<file path="src/design/binary_lifting_ancestor_table_core_assert.svh">
// Assertion macros for the ancestor table core
`ifndef BINARY_LIFTING_ANCESTOR_TABLE_CORE_ASSERT_SVH
`define BINARY_LIFTING_ANCESTOR_TABLE_CORE_ASSERT_SVH
// same-cycle implication, sampled on clk, off during reset
`define BLAT_ASSERT_IMP(label, ante, cons) \
	label: assert property (@(posedge clk) disable iff (!arst_n) (ante) |-> (cons)) \
		else $error("blat check failed");
// next-cycle implication, sampled on clk, off during reset
`define BLAT_ASSERT_NXT(label, ante, cons) \
	label: assert property (@(posedge clk) disable iff (!arst_n) (ante) |=> (cons)) \
		else $error("blat check failed");
`endif

</file>
<file path="src/design/blat_pkg.sv">
// Shared command and status codes for the ancestor table core
package blat_pkg;
	typedef enum logic [1:0] {
		CMD_INSERT    = 2'd0,
		CMD_LEVEL_ANC = 2'd1,
		CMD_LCA       = 2'd2
	} cmd_t;

	typedef enum logic [1:0] {
		ST_OK    = 2'd0,
		ST_DEPTH = 2'd1,
		ST_UNSET = 2'd2
	} status_t;

	localparam logic [10:0] PARENT_ROOT = 11'h7FF;
	localparam int ROOT_LEVEL = 1;
endpackage

</file>
<file path="src/design/blat_ctrl.sv">
// Command sequencer: insert, level ancestor and LCA over the level and jump stores
`include "binary_lifting_ancestor_table_core_assert.svh"
module blat_ctrl #(
	parameter int MAX_VERTICES = 1024,
	parameter int JUMP_LEVELS  = 11
) (
	input  logic                                       clk,
	input  logic                                       arst_n,
	input  logic                                       start,
	input  blat_pkg::cmd_t                             command,
	input  logic [9:0]                                 vertex,
	input  logic signed [10:0]                         parent_vertex,
	input  logic [9:0]                                 steps_up,
	input  logic [9:0]                                 other_vertex,
	output logic                                       busy,
	output logic                                       done,
	output logic [9:0]                                 result_vertex,
	output logic [10:0]                                result_level,
	output blat_pkg::status_t                          status,
	output logic                                       lvl_we,
	output logic [$clog2(MAX_VERTICES)-1:0]            lvl_waddr,
	output logic [$clog2(MAX_VERTICES+1)-1:0]          lvl_wdata,
	output logic [$clog2(MAX_VERTICES)-1:0]            lvl_raddr,
	input  logic [$clog2(MAX_VERTICES+1)-1:0]          lvl_rdata,
	output logic                                       jmp_we,
	output logic [$clog2(MAX_VERTICES*JUMP_LEVELS)-1:0] jmp_waddr,
	output logic [$clog2(MAX_VERTICES+1)-1:0]          jmp_wdata,
	output logic [$clog2(MAX_VERTICES*JUMP_LEVELS)-1:0] jmp_raddr,
	input  logic [$clog2(MAX_VERTICES+1)-1:0]          jmp_rdata
);
	import blat_pkg::*;

	localparam int AW  = $clog2(MAX_VERTICES);
	localparam int VW  = $clog2(MAX_VERTICES + 1);
	localparam int LW  = $clog2(MAX_VERTICES + 1);
	localparam int JAW = $clog2(MAX_VERTICES * JUMP_LEVELS);
	localparam int IW  = $clog2(JUMP_LEVELS);
	localparam int IW1 = $clog2(JUMP_LEVELS + 1);
	localparam logic [VW-1:0] NONE = VW'(MAX_VERTICES);

	typedef enum logic [4:0] {
		S_CLEAR, S_IDLE, S_INS_P, S_INS_LOOP, S_INS_MID, S_INS_WR,
		S_LA_L, S_LA_END, S_LC_LX, S_LC_LY, S_LC_CMP, S_CL_STEP, S_CL_RES,
		S_LIFT, S_LF_X, S_LF_Y, S_FN_X, S_FN_Y, S_J_A, S_J_B, S_J_C
	} state_t;

	state_t          state_q, jret_q, cret_q;
	logic [AW-1:0]   clr_q;
	logic [VW-1:0]   x_q, y_q, p_q, jx_q, jsrc_q, jres_q;
	logic [LW-1:0]   lx_q, ly_q, k_q, ljx_q, jlev_q, jlx_q;
	logic [9:0]      kin_q;
	logic [IW1-1:0]  i_q;
	logic [IW-1:0]   jidx_q;
	logic            moved_q;
	logic            done_q;
	logic [9:0]      rv_q;
	logic [10:0]     rl_q;
	status_t         st_q;
	logic            insert_ok;
	logic            mv;
	logic [IW-1:0]   sel;

	function automatic logic [JAW-1:0] jaddr(input logic [VW-1:0] v, input logic [31:0] idx);
		return JAW'(32'(v) * JUMP_LEVELS + idx);
	endfunction

	function automatic logic [IW-1:0] step_sel(input logic [LW-1:0] k);
		int msb;
		msb = 0;
		for (int b = 0; b < LW; b++) begin
			if (k[b]) msb = b;
		end
		if (msb > JUMP_LEVELS - 1) msb = JUMP_LEVELS - 1;
		return IW'(msb);
	endfunction

	assign busy          = (state_q != S_IDLE);
	assign done          = done_q;
	assign result_vertex = rv_q;
	assign result_level  = rl_q;
	assign status        = st_q;

	assign insert_ok = (lvl_rdata != '0) && (32'(lvl_rdata) < MAX_VERTICES);
	assign sel       = step_sel(k_q);
	assign mv        = (jx_q != NONE) && (jres_q != NONE) && (jx_q != jres_q) &&
		(ljx_q == jlev_q);

	always_comb begin
		lvl_we    = 1'b0;
		lvl_waddr = x_q[AW-1:0];
		lvl_wdata = '0;
		lvl_raddr = jsrc_q[AW-1:0];
		jmp_we    = 1'b0;
		jmp_waddr = jaddr(x_q, 32'(i_q));
		jmp_wdata = jres_q;
		jmp_raddr = jaddr(jsrc_q, 32'(jidx_q));
		unique case (state_q)
			S_CLEAR: begin
				lvl_we    = 1'b1;
				lvl_waddr = clr_q;
			end
			S_IDLE: begin
				lvl_raddr = (command == CMD_INSERT) ? AW'(parent_vertex[9:0]) : AW'(vertex);
				if (start && command == CMD_INSERT && 32'(vertex) < MAX_VERTICES &&
					parent_vertex == PARENT_ROOT) begin
					lvl_we    = 1'b1;
					lvl_waddr = AW'(vertex);
					lvl_wdata = LW'(ROOT_LEVEL);
					jmp_we    = 1'b1;
					jmp_waddr = jaddr(VW'(vertex), 32'd0);
					jmp_wdata = NONE;
				end
			end
			S_INS_P: begin
				if (insert_ok) begin
					lvl_we    = 1'b1;
					lvl_wdata = lvl_rdata + LW'(1);
					jmp_we    = 1'b1;
					jmp_waddr = jaddr(x_q, 32'd0);
					jmp_wdata = p_q;
				end
			end
			S_LC_LX: lvl_raddr = y_q[AW-1:0];
			S_J_B:   lvl_raddr = jmp_rdata[AW-1:0];
			S_INS_WR: jmp_we = 1'b1;
			default: ;
		endcase
	end

	always_ff @(posedge clk or negedge arst_n) begin
		if (!arst_n) begin
			state_q <= S_CLEAR;
			clr_q   <= '0;
			done_q  <= 1'b0;
		end else begin
			done_q <= 1'b0;
			unique case (state_q)
				S_CLEAR: begin
					clr_q <= clr_q + AW'(1);
					if (32'(clr_q) == MAX_VERTICES - 1) state_q <= S_IDLE;
				end
				S_IDLE: begin
					x_q   <= VW'(vertex);
					y_q   <= VW'(other_vertex);
					p_q   <= VW'(parent_vertex[9:0]);
					kin_q <= steps_up;
					if (start) begin
						unique case (command)
							CMD_INSERT: begin
								rv_q <= vertex;
								if (32'(vertex) >= MAX_VERTICES) begin
									done_q <= 1'b1; rl_q <= '0; st_q <= ST_UNSET;
								end else if (parent_vertex == PARENT_ROOT) begin
									done_q <= 1'b1; rl_q <= 11'(ROOT_LEVEL); st_q <= ST_OK;
								end else if (parent_vertex[10] ||
									32'(parent_vertex[9:0]) >= MAX_VERTICES) begin
									done_q <= 1'b1; rl_q <= '0; st_q <= ST_UNSET;
								end else begin
									state_q <= S_INS_P;
								end
							end
							CMD_LEVEL_ANC: begin
								if (32'(vertex) >= MAX_VERTICES) begin
									done_q <= 1'b1; rv_q <= '0; rl_q <= '0; st_q <= ST_UNSET;
								end else begin
									state_q <= S_LA_L;
								end
							end
							CMD_LCA: begin
								if (32'(vertex) >= MAX_VERTICES ||
									32'(other_vertex) >= MAX_VERTICES) begin
									done_q <= 1'b1; rv_q <= '0; rl_q <= '0; st_q <= ST_UNSET;
								end else begin
									state_q <= S_LC_LX;
								end
							end
							default: begin
								done_q <= 1'b1; rv_q <= '0; rl_q <= '0; st_q <= ST_UNSET;
							end
						endcase
					end
				end
				S_INS_P: begin
					if (lvl_rdata == '0) begin
						done_q <= 1'b1; rl_q <= '0; st_q <= ST_UNSET; state_q <= S_IDLE;
					end else if (!insert_ok) begin
						done_q <= 1'b1; rl_q <= '0; st_q <= ST_DEPTH; state_q <= S_IDLE;
					end else begin
						lx_q    <= lvl_rdata + LW'(1);
						i_q     <= IW1'(1);
						state_q <= S_INS_LOOP;
					end
				end
				S_INS_LOOP: begin
					if (32'(i_q) < JUMP_LEVELS && (32'(1) << i_q) < 32'(lx_q)) begin
						jsrc_q  <= x_q;
						jidx_q  <= IW'(i_q - IW1'(1));
						jret_q  <= S_INS_MID;
						state_q <= S_J_A;
					end else begin
						done_q  <= 1'b1;
						rv_q    <= 10'(x_q);
						rl_q    <= 11'(lx_q);
						st_q    <= ST_OK;
						state_q <= S_IDLE;
					end
				end
				S_INS_MID: begin
					if (jres_q == NONE) begin
						state_q <= S_INS_WR;
					end else begin
						jsrc_q  <= jres_q;
						jidx_q  <= IW'(i_q - IW1'(1));
						jret_q  <= S_INS_WR;
						state_q <= S_J_A;
					end
				end
				S_INS_WR: begin
					i_q     <= i_q + IW1'(1);
					state_q <= S_INS_LOOP;
				end
				S_LA_L: begin
					if (lvl_rdata == '0) begin
						done_q <= 1'b1; rv_q <= '0; rl_q <= '0; st_q <= ST_UNSET;
						state_q <= S_IDLE;
					end else if (32'(kin_q) >= 32'(lvl_rdata)) begin
						done_q <= 1'b1; rv_q <= '0; rl_q <= '0; st_q <= ST_DEPTH;
						state_q <= S_IDLE;
					end else begin
						lx_q    <= lvl_rdata;
						k_q     <= LW'(kin_q);
						cret_q  <= S_LA_END;
						state_q <= S_CL_STEP;
					end
				end
				S_LA_END: begin
					done_q  <= 1'b1;
					rv_q    <= 10'(x_q);
					rl_q    <= 11'(lx_q);
					st_q    <= ST_OK;
					state_q <= S_IDLE;
				end
				S_LC_LX: begin
					lx_q    <= lvl_rdata;
					state_q <= S_LC_LY;
				end
				S_LC_LY: begin
					if (lx_q == '0 || lvl_rdata == '0) begin
						done_q <= 1'b1; rv_q <= '0; rl_q <= '0; st_q <= ST_UNSET;
						state_q <= S_IDLE;
					end else begin
						if (lvl_rdata > lx_q) begin
							x_q  <= y_q;
							y_q  <= x_q;
							lx_q <= lvl_rdata;
							ly_q <= lx_q;
							k_q  <= lvl_rdata - lx_q;
						end else begin
							ly_q <= lvl_rdata;
							k_q  <= lx_q - lvl_rdata;
						end
						cret_q  <= S_LC_CMP;
						state_q <= S_CL_STEP;
					end
				end
				S_CL_STEP: begin
					if (k_q == '0) begin
						state_q <= cret_q;
					end else begin
						i_q     <= IW1'(sel);
						jsrc_q  <= x_q;
						jidx_q  <= sel;
						jret_q  <= S_CL_RES;
						state_q <= S_J_A;
					end
				end
				S_CL_RES: begin
					if (jres_q == NONE) begin
						done_q <= 1'b1; rv_q <= '0; rl_q <= '0; st_q <= ST_DEPTH;
						state_q <= S_IDLE;
					end else begin
						x_q     <= jres_q;
						lx_q    <= jlev_q;
						k_q     <= k_q - LW'(32'(1) << i_q);
						state_q <= S_CL_STEP;
					end
				end
				S_LC_CMP: begin
					if (lx_q != ly_q) begin
						done_q <= 1'b1; rv_q <= '0; rl_q <= '0; st_q <= ST_DEPTH;
						state_q <= S_IDLE;
					end else if (x_q == y_q) begin
						done_q <= 1'b1; rv_q <= 10'(x_q); rl_q <= 11'(lx_q); st_q <= ST_OK;
						state_q <= S_IDLE;
					end else begin
						i_q     <= IW1'(JUMP_LEVELS - 1);
						moved_q <= 1'b0;
						state_q <= S_LIFT;
					end
				end
				S_LIFT: begin
					jsrc_q  <= x_q;
					jidx_q  <= IW'(i_q);
					jret_q  <= S_LF_X;
					state_q <= S_J_A;
				end
				S_LF_X: begin
					jx_q    <= jres_q;
					ljx_q   <= jlev_q;
					jsrc_q  <= y_q;
					jret_q  <= S_LF_Y;
					state_q <= S_J_A;
				end
				S_LF_Y: begin
					if (mv) begin
						x_q  <= jx_q;
						lx_q <= ljx_q;
						y_q  <= jres_q;
						ly_q <= jlev_q;
					end
					if (i_q == '0) begin
						if (moved_q || mv) begin
							i_q     <= IW1'(JUMP_LEVELS - 1);
							moved_q <= 1'b0;
							state_q <= S_LIFT;
						end else begin
							jsrc_q  <= x_q;
							jidx_q  <= '0;
							jret_q  <= S_FN_X;
							state_q <= S_J_A;
						end
					end else begin
						i_q     <= i_q - IW1'(1);
						moved_q <= moved_q | mv;
						state_q <= S_LIFT;
					end
				end
				S_FN_X: begin
					jx_q    <= jres_q;
					jsrc_q  <= y_q;
					jidx_q  <= '0;
					jret_q  <= S_FN_Y;
					state_q <= S_J_A;
				end
				S_FN_Y: begin
					done_q  <= 1'b1;
					state_q <= S_IDLE;
					if (jx_q == NONE || jx_q != jres_q) begin
						rv_q <= '0; rl_q <= '0; st_q <= ST_DEPTH;
					end else begin
						rv_q <= 10'(jx_q); rl_q <= 11'(jlev_q); st_q <= ST_OK;
					end
				end
				S_J_A: state_q <= S_J_B;
				S_J_B: begin
					if ((32'(1) << jidx_q) >= 32'(lvl_rdata) ||
						32'(jmp_rdata) >= MAX_VERTICES) begin
						jres_q  <= NONE;
						jlev_q  <= '0;
						state_q <= jret_q;
					end else begin
						jlx_q   <= lvl_rdata;
						jres_q  <= jmp_rdata;
						state_q <= S_J_C;
					end
				end
				S_J_C: begin
					if (lvl_rdata == '0 || lvl_rdata >= jlx_q) begin
						jres_q <= NONE;
						jlev_q <= '0;
					end else begin
						jlev_q <= lvl_rdata;
					end
					state_q <= jret_q;
				end
				default: state_q <= S_IDLE;
			endcase
		end
	end

	`BLAT_ASSERT_NXT(a_accept_progress, start && !busy, busy || done)
	`BLAT_ASSERT_IMP(a_done_idle, done, !busy)
	`BLAT_ASSERT_IMP(a_clear_quiet, state_q == S_CLEAR, lvl_we && !jmp_we && !done)
	`BLAT_ASSERT_IMP(a_jump_write, jmp_we,
		state_q == S_IDLE || state_q == S_INS_P || state_q == S_INS_WR)
endmodule

</file>
<file path="config.mk">
export PLATFORM = sky130hd
export DESIGN_NAME = blat_ctrl
export DESIGN_NICKNAME = d
export VERILOG_FILES = /design/src/design/blat_pkg.sv /design/src/design/blat_ctrl.sv
export VERILOG_INCLUDE_DIRS = /design/src /design/src/design
export SDC_FILE = /design/constraint.sdc
export NUM_CORES = 1
export LEC_CHECK = 0
export ABC_AREA = 0
export ABC_CLOCK_PERIOD_IN_PS = 4850
export BUFFER_PORTS_ARGS = -buffer_cell sky130_fd_sc_hd__buf_2
export CAP_MARGIN = 20
export CORE_MARGIN = 8
export CORE_UTILIZATION = 60
export DETAILED_ROUTE_END_ITERATION = 6
export PLACE_DENSITY = 0.88
export SYNTH_ARGS = -nofsm -noshare
export SYNTH_HDL_FRONTEND = slang
export SYNTH_SLANG_ARGS = --single-unit
</file>
<file path="constraint.sdc">
create_clock -name clk -period 4.85 [get_ports clk]
set_clock_uncertainty 0.05 [all_clocks]
set_input_delay 0.2425 -clock clk [delete_from_list [all_inputs] [get_ports clk]]
set_output_delay 0.2425 -clock clk [all_outputs]
set_load 0.02 [all_outputs]
</file>
==> out/qor.json <==
{
  "run_status": {"value": "complete, but fails checks"},
  "failing_checks": {"value": "design-rule violations"},
  "ff2ff_setup_slack": {"value": 930, "unit": "ps"},
  "p_comb_share": {"value": 66.2, "unit": "%"},
  "power.switching_fraction": {"value": 51.1, "unit": "%"},
  "number_of_clock_sinks_seen_by_cts": {"value": 196},
  "area_fraction_in_compound_gates_after_synthesis": {"value": 18.8, "unit": "%"},
  "finalWirelength": {"value": 58.5, "unit": "mm"},
  "critical_path.max_stage_delay": {"value": 570, "unit": "ps"},
  "worst-endpoint-arrival": {"value": 4530, "unit": "ps"},
  "hold-path-endpoint": {"value": "jres_q[5]"},
  "min_path_cells": {"value": 2},
  "peakVddDrop": {"value": 750, "unit": "uV"},
  "yosys-mux-area-fraction": {"value": 1.16, "unit": "%"},
  "pwr_density_cell": {"value": 636, "unit": "nW/um^2"},
  "detail_route.vias_per_cell": {"value": 6.75},
  "top_delay_family_on_crit_path": {"value": "adder cells"},
  "fin_nets": {"value": 2272},
  "rows": {"value": 61},
  "yosys.area_share.xor_xnor": {"value": 6.52, "unit": "%"},
  "postSynthRegisterBits": {"value": 196},
  "worst_slew_margin_rel": {"value": 21.1, "unit": "%"},
  "yosysWarnings": {"value": 0},
  "critPathRequiredTime": {"value": 4560, "unit": "ps"},
  "power_frac_clock": {"value": 12.2, "unit": "%"},
  "synth_edf_count": {"value": 180},
  "type_of_origin_of_the_critical_path": {"value": "flop"},
  "worst_slew_pin_slew": {"value": 1180, "unit": "ps"},
  "drcViolationCount": {"value": 30},
  "layout-drive-gt1-share": {"value": 13.8, "unit": "%"},
  "insertion_delay": {"value": 460, "unit": "ps"},
  "postSynthAreaPerCell": {"value": 9.16, "unit": "um^2"},
  "layout.cells.non_filler": {"value": 2390},
  "critPathSlowestCell": {"value": "sky130_fd_sc_hd__fa_1"},
  "hold_ws": {"value": 32.4, "unit": "ps"},
  "crit_path_frequent_cell": {"value": "sky130_fd_sc_hd__ha_1"},
  "max_cap_viols": {"value": 0},
  "intPower": {"value": 5900, "unit": "uW"},
  "synth-simple-area-share": {"value": 15.9, "unit": "%"},
  "place.port_buffers": {"value": 164},
  "synth.top_cell.area_share": {"value": 32.3, "unit": "%"},
  "area_growth": {"value": 13.2, "unit": "%"},
  "crit_fanout": {"value": 6},
  "drv_slew": {"value": 0},
  "number_of_nets_with_antenna_violations_after_routing": {"value": 0},
  "synth.largest_area_cell": {"value": "sky130_fd_sc_hd__edfxtp_1"},
  "synth_cell_types": {"value": 90},
  "detail_route.first_pass.iterations": {"value": 7},
  "route.vias.total": {"value": 16100},
  "initial_utilization": {"value": 60.6, "unit": "%"},
  "synth_top_flop_cell": {"value": "sky130_fd_sc_hd__edfxtp_1"},
  "synth.net_count": {"value": 2101},
  "die_width": {"value": 183, "unit": "um"},
  "post-dp-hpwl": {"value": 43.9, "unit": "mm"},
  "post_synth_fa_ha_maj_area_fraction": {"value": 16.7, "unit": "%"},
  "die_height": {"value": 183, "unit": "um"},
  "synth.most_common_cell": {"value": "sky130_fd_sc_hd__inv_1"},
  "numCtsBuffers": {"value": 17},
  "power_leakage": {"value": 0.00839, "unit": "uW"},
  "crit_path_end_kind": {"value": "primary output"},
  "final-hold-violation-count": {"value": 0},
  "maximum_number_of_pins_on_one_net_before_global_route_repair": {"value": 35},
  "layout.area.seq": {"value": 5810, "unit": "um^2"},
  "post_dp_cell_area": {"value": 18000, "unit": "um^2"},
  "grt_antenna_before_repair": {"value": 2},
  "placed_cells": {"value": 2328},
  "synth_sequential_area_ratio": {"value": 34.7, "unit": "%"},
  "worst-r2r-cell-count": {"value": 9},
  "most_numerous_cell_types_in_the_synthesized_netlist": {"value": "sky130_fd_sc_hd__inv_1, sky130_fd_sc_hd__edfxtp_1, sky130_fd_sc_hd__nand2_1"},
  "power_switching": {"value": 6150, "unit": "uW"},
  "postSynthCellCount": {"value": 1827},
  "cts_buffer_depth": {"value": 2},
  "cts.reportedPaths.clkPinSlew": {"value": 80, "unit": "ps"},
  "fill_cells": {"value": 2183},
  "grt_util_overall": {"value": 34.0, "unit": "%"},
  "avgRoutedWirePerCell": {"value": 24.5, "unit": "um"},
  "maxClockFrequency": {"value": 207, "unit": "MHz"},
  "sequentialPowerShare": {"value": 21.6, "unit": "%"},
  "post-route-period-util": {"value": 99.4, "unit": "%"},
  "multiInputGateArea": {"value": 9960, "unit": "um^2"},
  "reg2reg_from": {"value": "jres_q[8]"},
  "crit-reg2reg-capture": {"value": "jsrc_q[3]"},
  "fp.coreArea": {"value": 27600, "unit": "um^2"},
  "hold_path_class": {"value": "primary input to flop"},
  "timing.critical_path.buf_inv": {"value": 3},
  "report.final.setup_viol": {"value": 0},
  "synth_area": {"value": 16700, "unit": "um^2"},
  "netlist_top_cells_area": {"value": "sky130_fd_sc_hd__edfxtp_1, sky130_fd_sc_hd__ha_1, sky130_fd_sc_hd__inv_1"},
  "cts_tree": {"value": "done"},
  "synthArstFlopShare": {"value": 8.16, "unit": "%"},
  "grt_overflow_total": {"value": 0},
  "number_of_placed_i_o_pins": {"value": 165},
  "timing.setup.critical_path_class": {"value": "flop to primary output"},
  "clock_tree.root_cell": {"value": "sky130_fd_sc_hd__clkbuf_16"},
  "period_minus_slack": {"value": 4820, "unit": "ps"},
  "gp_congestion": {"value": 1.03},
  "worstHoldStart": {"value": "jmp_rdata[5]"},
  "drc_violation_total_after_the_first_tritonroute_iteration": {"value": 2764},
  "design_area": {"value": 18900, "unit": "um^2"},
  "cts.htree.levels": {"value": 4},
  "grt_pass1_wl": {"value": 88.5, "unit": "mm"},
  "rsz0062_at_grt": {"value": "yes"},
  "dieArea": {"value": 33500, "unit": "um^2"},
  "path_cells": {"value": "ha_1 > ha_1 > inv_1 > fa_1 > inv_1 > ha_1 > o21ai_0 > a21o_1 > nor4_4 > nand3_2 > or4_4 > a21oi_2 > o2bb2ai_1 > buf_2"},
  "grt_pass1_vias": {"value": 15400},
  "dominant_combinational_cell_family_by_area_after_synthesis": {"value": "compound AO/OA/AOI/OAI gates"}
}
==> worst reg2reg max path, delay by kind of cell (launching register included) <==
family / cells / cell delay [ps]
buf+inv: 1 / 170
compound gates: 3 / 1110
simple gates: 5 / 1630
flops: 1 / 590
==> area by class of cell <==
type,count,share of cell area [%]
multi-input cells,1357,52.6
flip-flops and latches,196,30.6
repair buffers,227,7.15
inverters,199,3.94
well taps,378,2.50
clock buffers,17,2.25
clock inverters,15,0.918
diodes,1,0.0132
==> how the worst max path moves through the flow <==
| stage | from | end | slack, ps | cells past startpoint |
|---|---|---|---|---|
| 6_report | x_q[2] | jmp_waddr[12] | 30 | 14 |
| 5_1_grt | x_q[2] | jmp_waddr[12] | -130 | 14 |
| 4_1_cts | x_q[2] | jmp_waddr[12] | 6 | 14 |
| 3_5_place_dp | x_q[2] | jmp_waddr[12] | 500 | 14 |
| 3_3_place_gp | x_q[2] | jmp_waddr[12] | 620 | 14 |
| 2_1_floorplan | x_q[0] | jmp_waddr[12] | 830 | 13 |
==> power by group through the flow <==
stage | clock [uW] | sequential (uW) | combinational, uW
after CTS | 1460 | 2580 | 7640
final | 1470 | 2600 | 7980
after global placement | 0 | 2610 | 7350
after global routing | 1520 | 2620 | 8630
after floorplan | 0 | 2560 | 5390
after detailed placement | 0 | 2620 | 7560
==> sequential cells by signal, summed over array words and instances (netlist names), 2 cells and up <==
name / count
x_q: 11
i_q: 4
jlx_q: 11
state_q: 5
clr_q: 10
kin_q: 10
ljx_q: 11
jidx_q: 4
status: 2
y_q: 11
jsrc_q: 11
jlev_q: 11
p_q: 10
jret_q: 5
k_q: 11
result_level: 11
ly_q: 11
jx_q: 11
jres_q: 11
result_vertex: 10
cret_q: 2
lx_q: 11
==> cell usage in the layout, fill, tap and decap left out, drive strengths merged, types with 10 or more instances in the layout <==
master       netlist  routed
o211ai            12      12
xor2              45      46
nor2             139     139
edfxtp           180     180
and3              12      12
a21oi            101     101
nor3              53      53
xnor2             77      77
nand2b            15      15
buf               17     206
a21o              23      23
mux2i             16      16
dfrtp             16      16
a31oi             13      13
and2              22      22
nand3             46      46
nand4             17      17
dlygate4sd3        0      21
o221ai            10      10
ha               177     177
fa                29      29
nand2            179     179
a22o              21      21
or3               13      13
nor4              19      19
a221o             14      14
nor2b             19      19
a222oi            33      33
o21ai             95      95
clkbuf            59      17
inv              199     204
a22oi             44      44
==> cells by family (layout without fill, tap and decap cells) <==
group / after synthesis / count (layout)
simple gates: 560 / 560
compound gates: 449 / 449
buf+inv: 275 / 458
fa+ha+maj: 206 / 206
flops: 196 / 196
xor+xnor: 122 / 123
mux: 19 / 19
other cells: 0 / 1
==> layer usage <==
metal	track usage, %	vias to the layer above	wire [um]
li1	-	6994	-
met1	44.2	7536	21500
met2	52.2	1330	25200
met3	9.60	284	8540
met4	15.7	0	3200
met5	0	-	0
==> repair_timing <==
action | CTS | global route
endpoints found under the setup margin | 0 | 5
hold buffers | 21 | 0
setup buffers | 0 | 6
hold endpoints to repair | 36 | 0
resized for setup | 0 | 4
==> per-stage QoR <==
| step | power [uW] | setup slack [ps] | util [%] | TNS, ps |
|---|---|---|---|---|
| after floorplan | 7950 | 826 | - | 0 |
| after global placement | 9950 | 622 | 65.3 | 0 |
| after detailed placement | 10200 | 503 | 65.3 | 0 |
| after CTS | 11700 | 6.09 | 68.2 | 0 |
| after global routing | 12800 | -131 | 68.6 | -157 |
| final | 12100 | 28.2 | 68.6 | 0 |
Power figures use the tool's default switching activity.
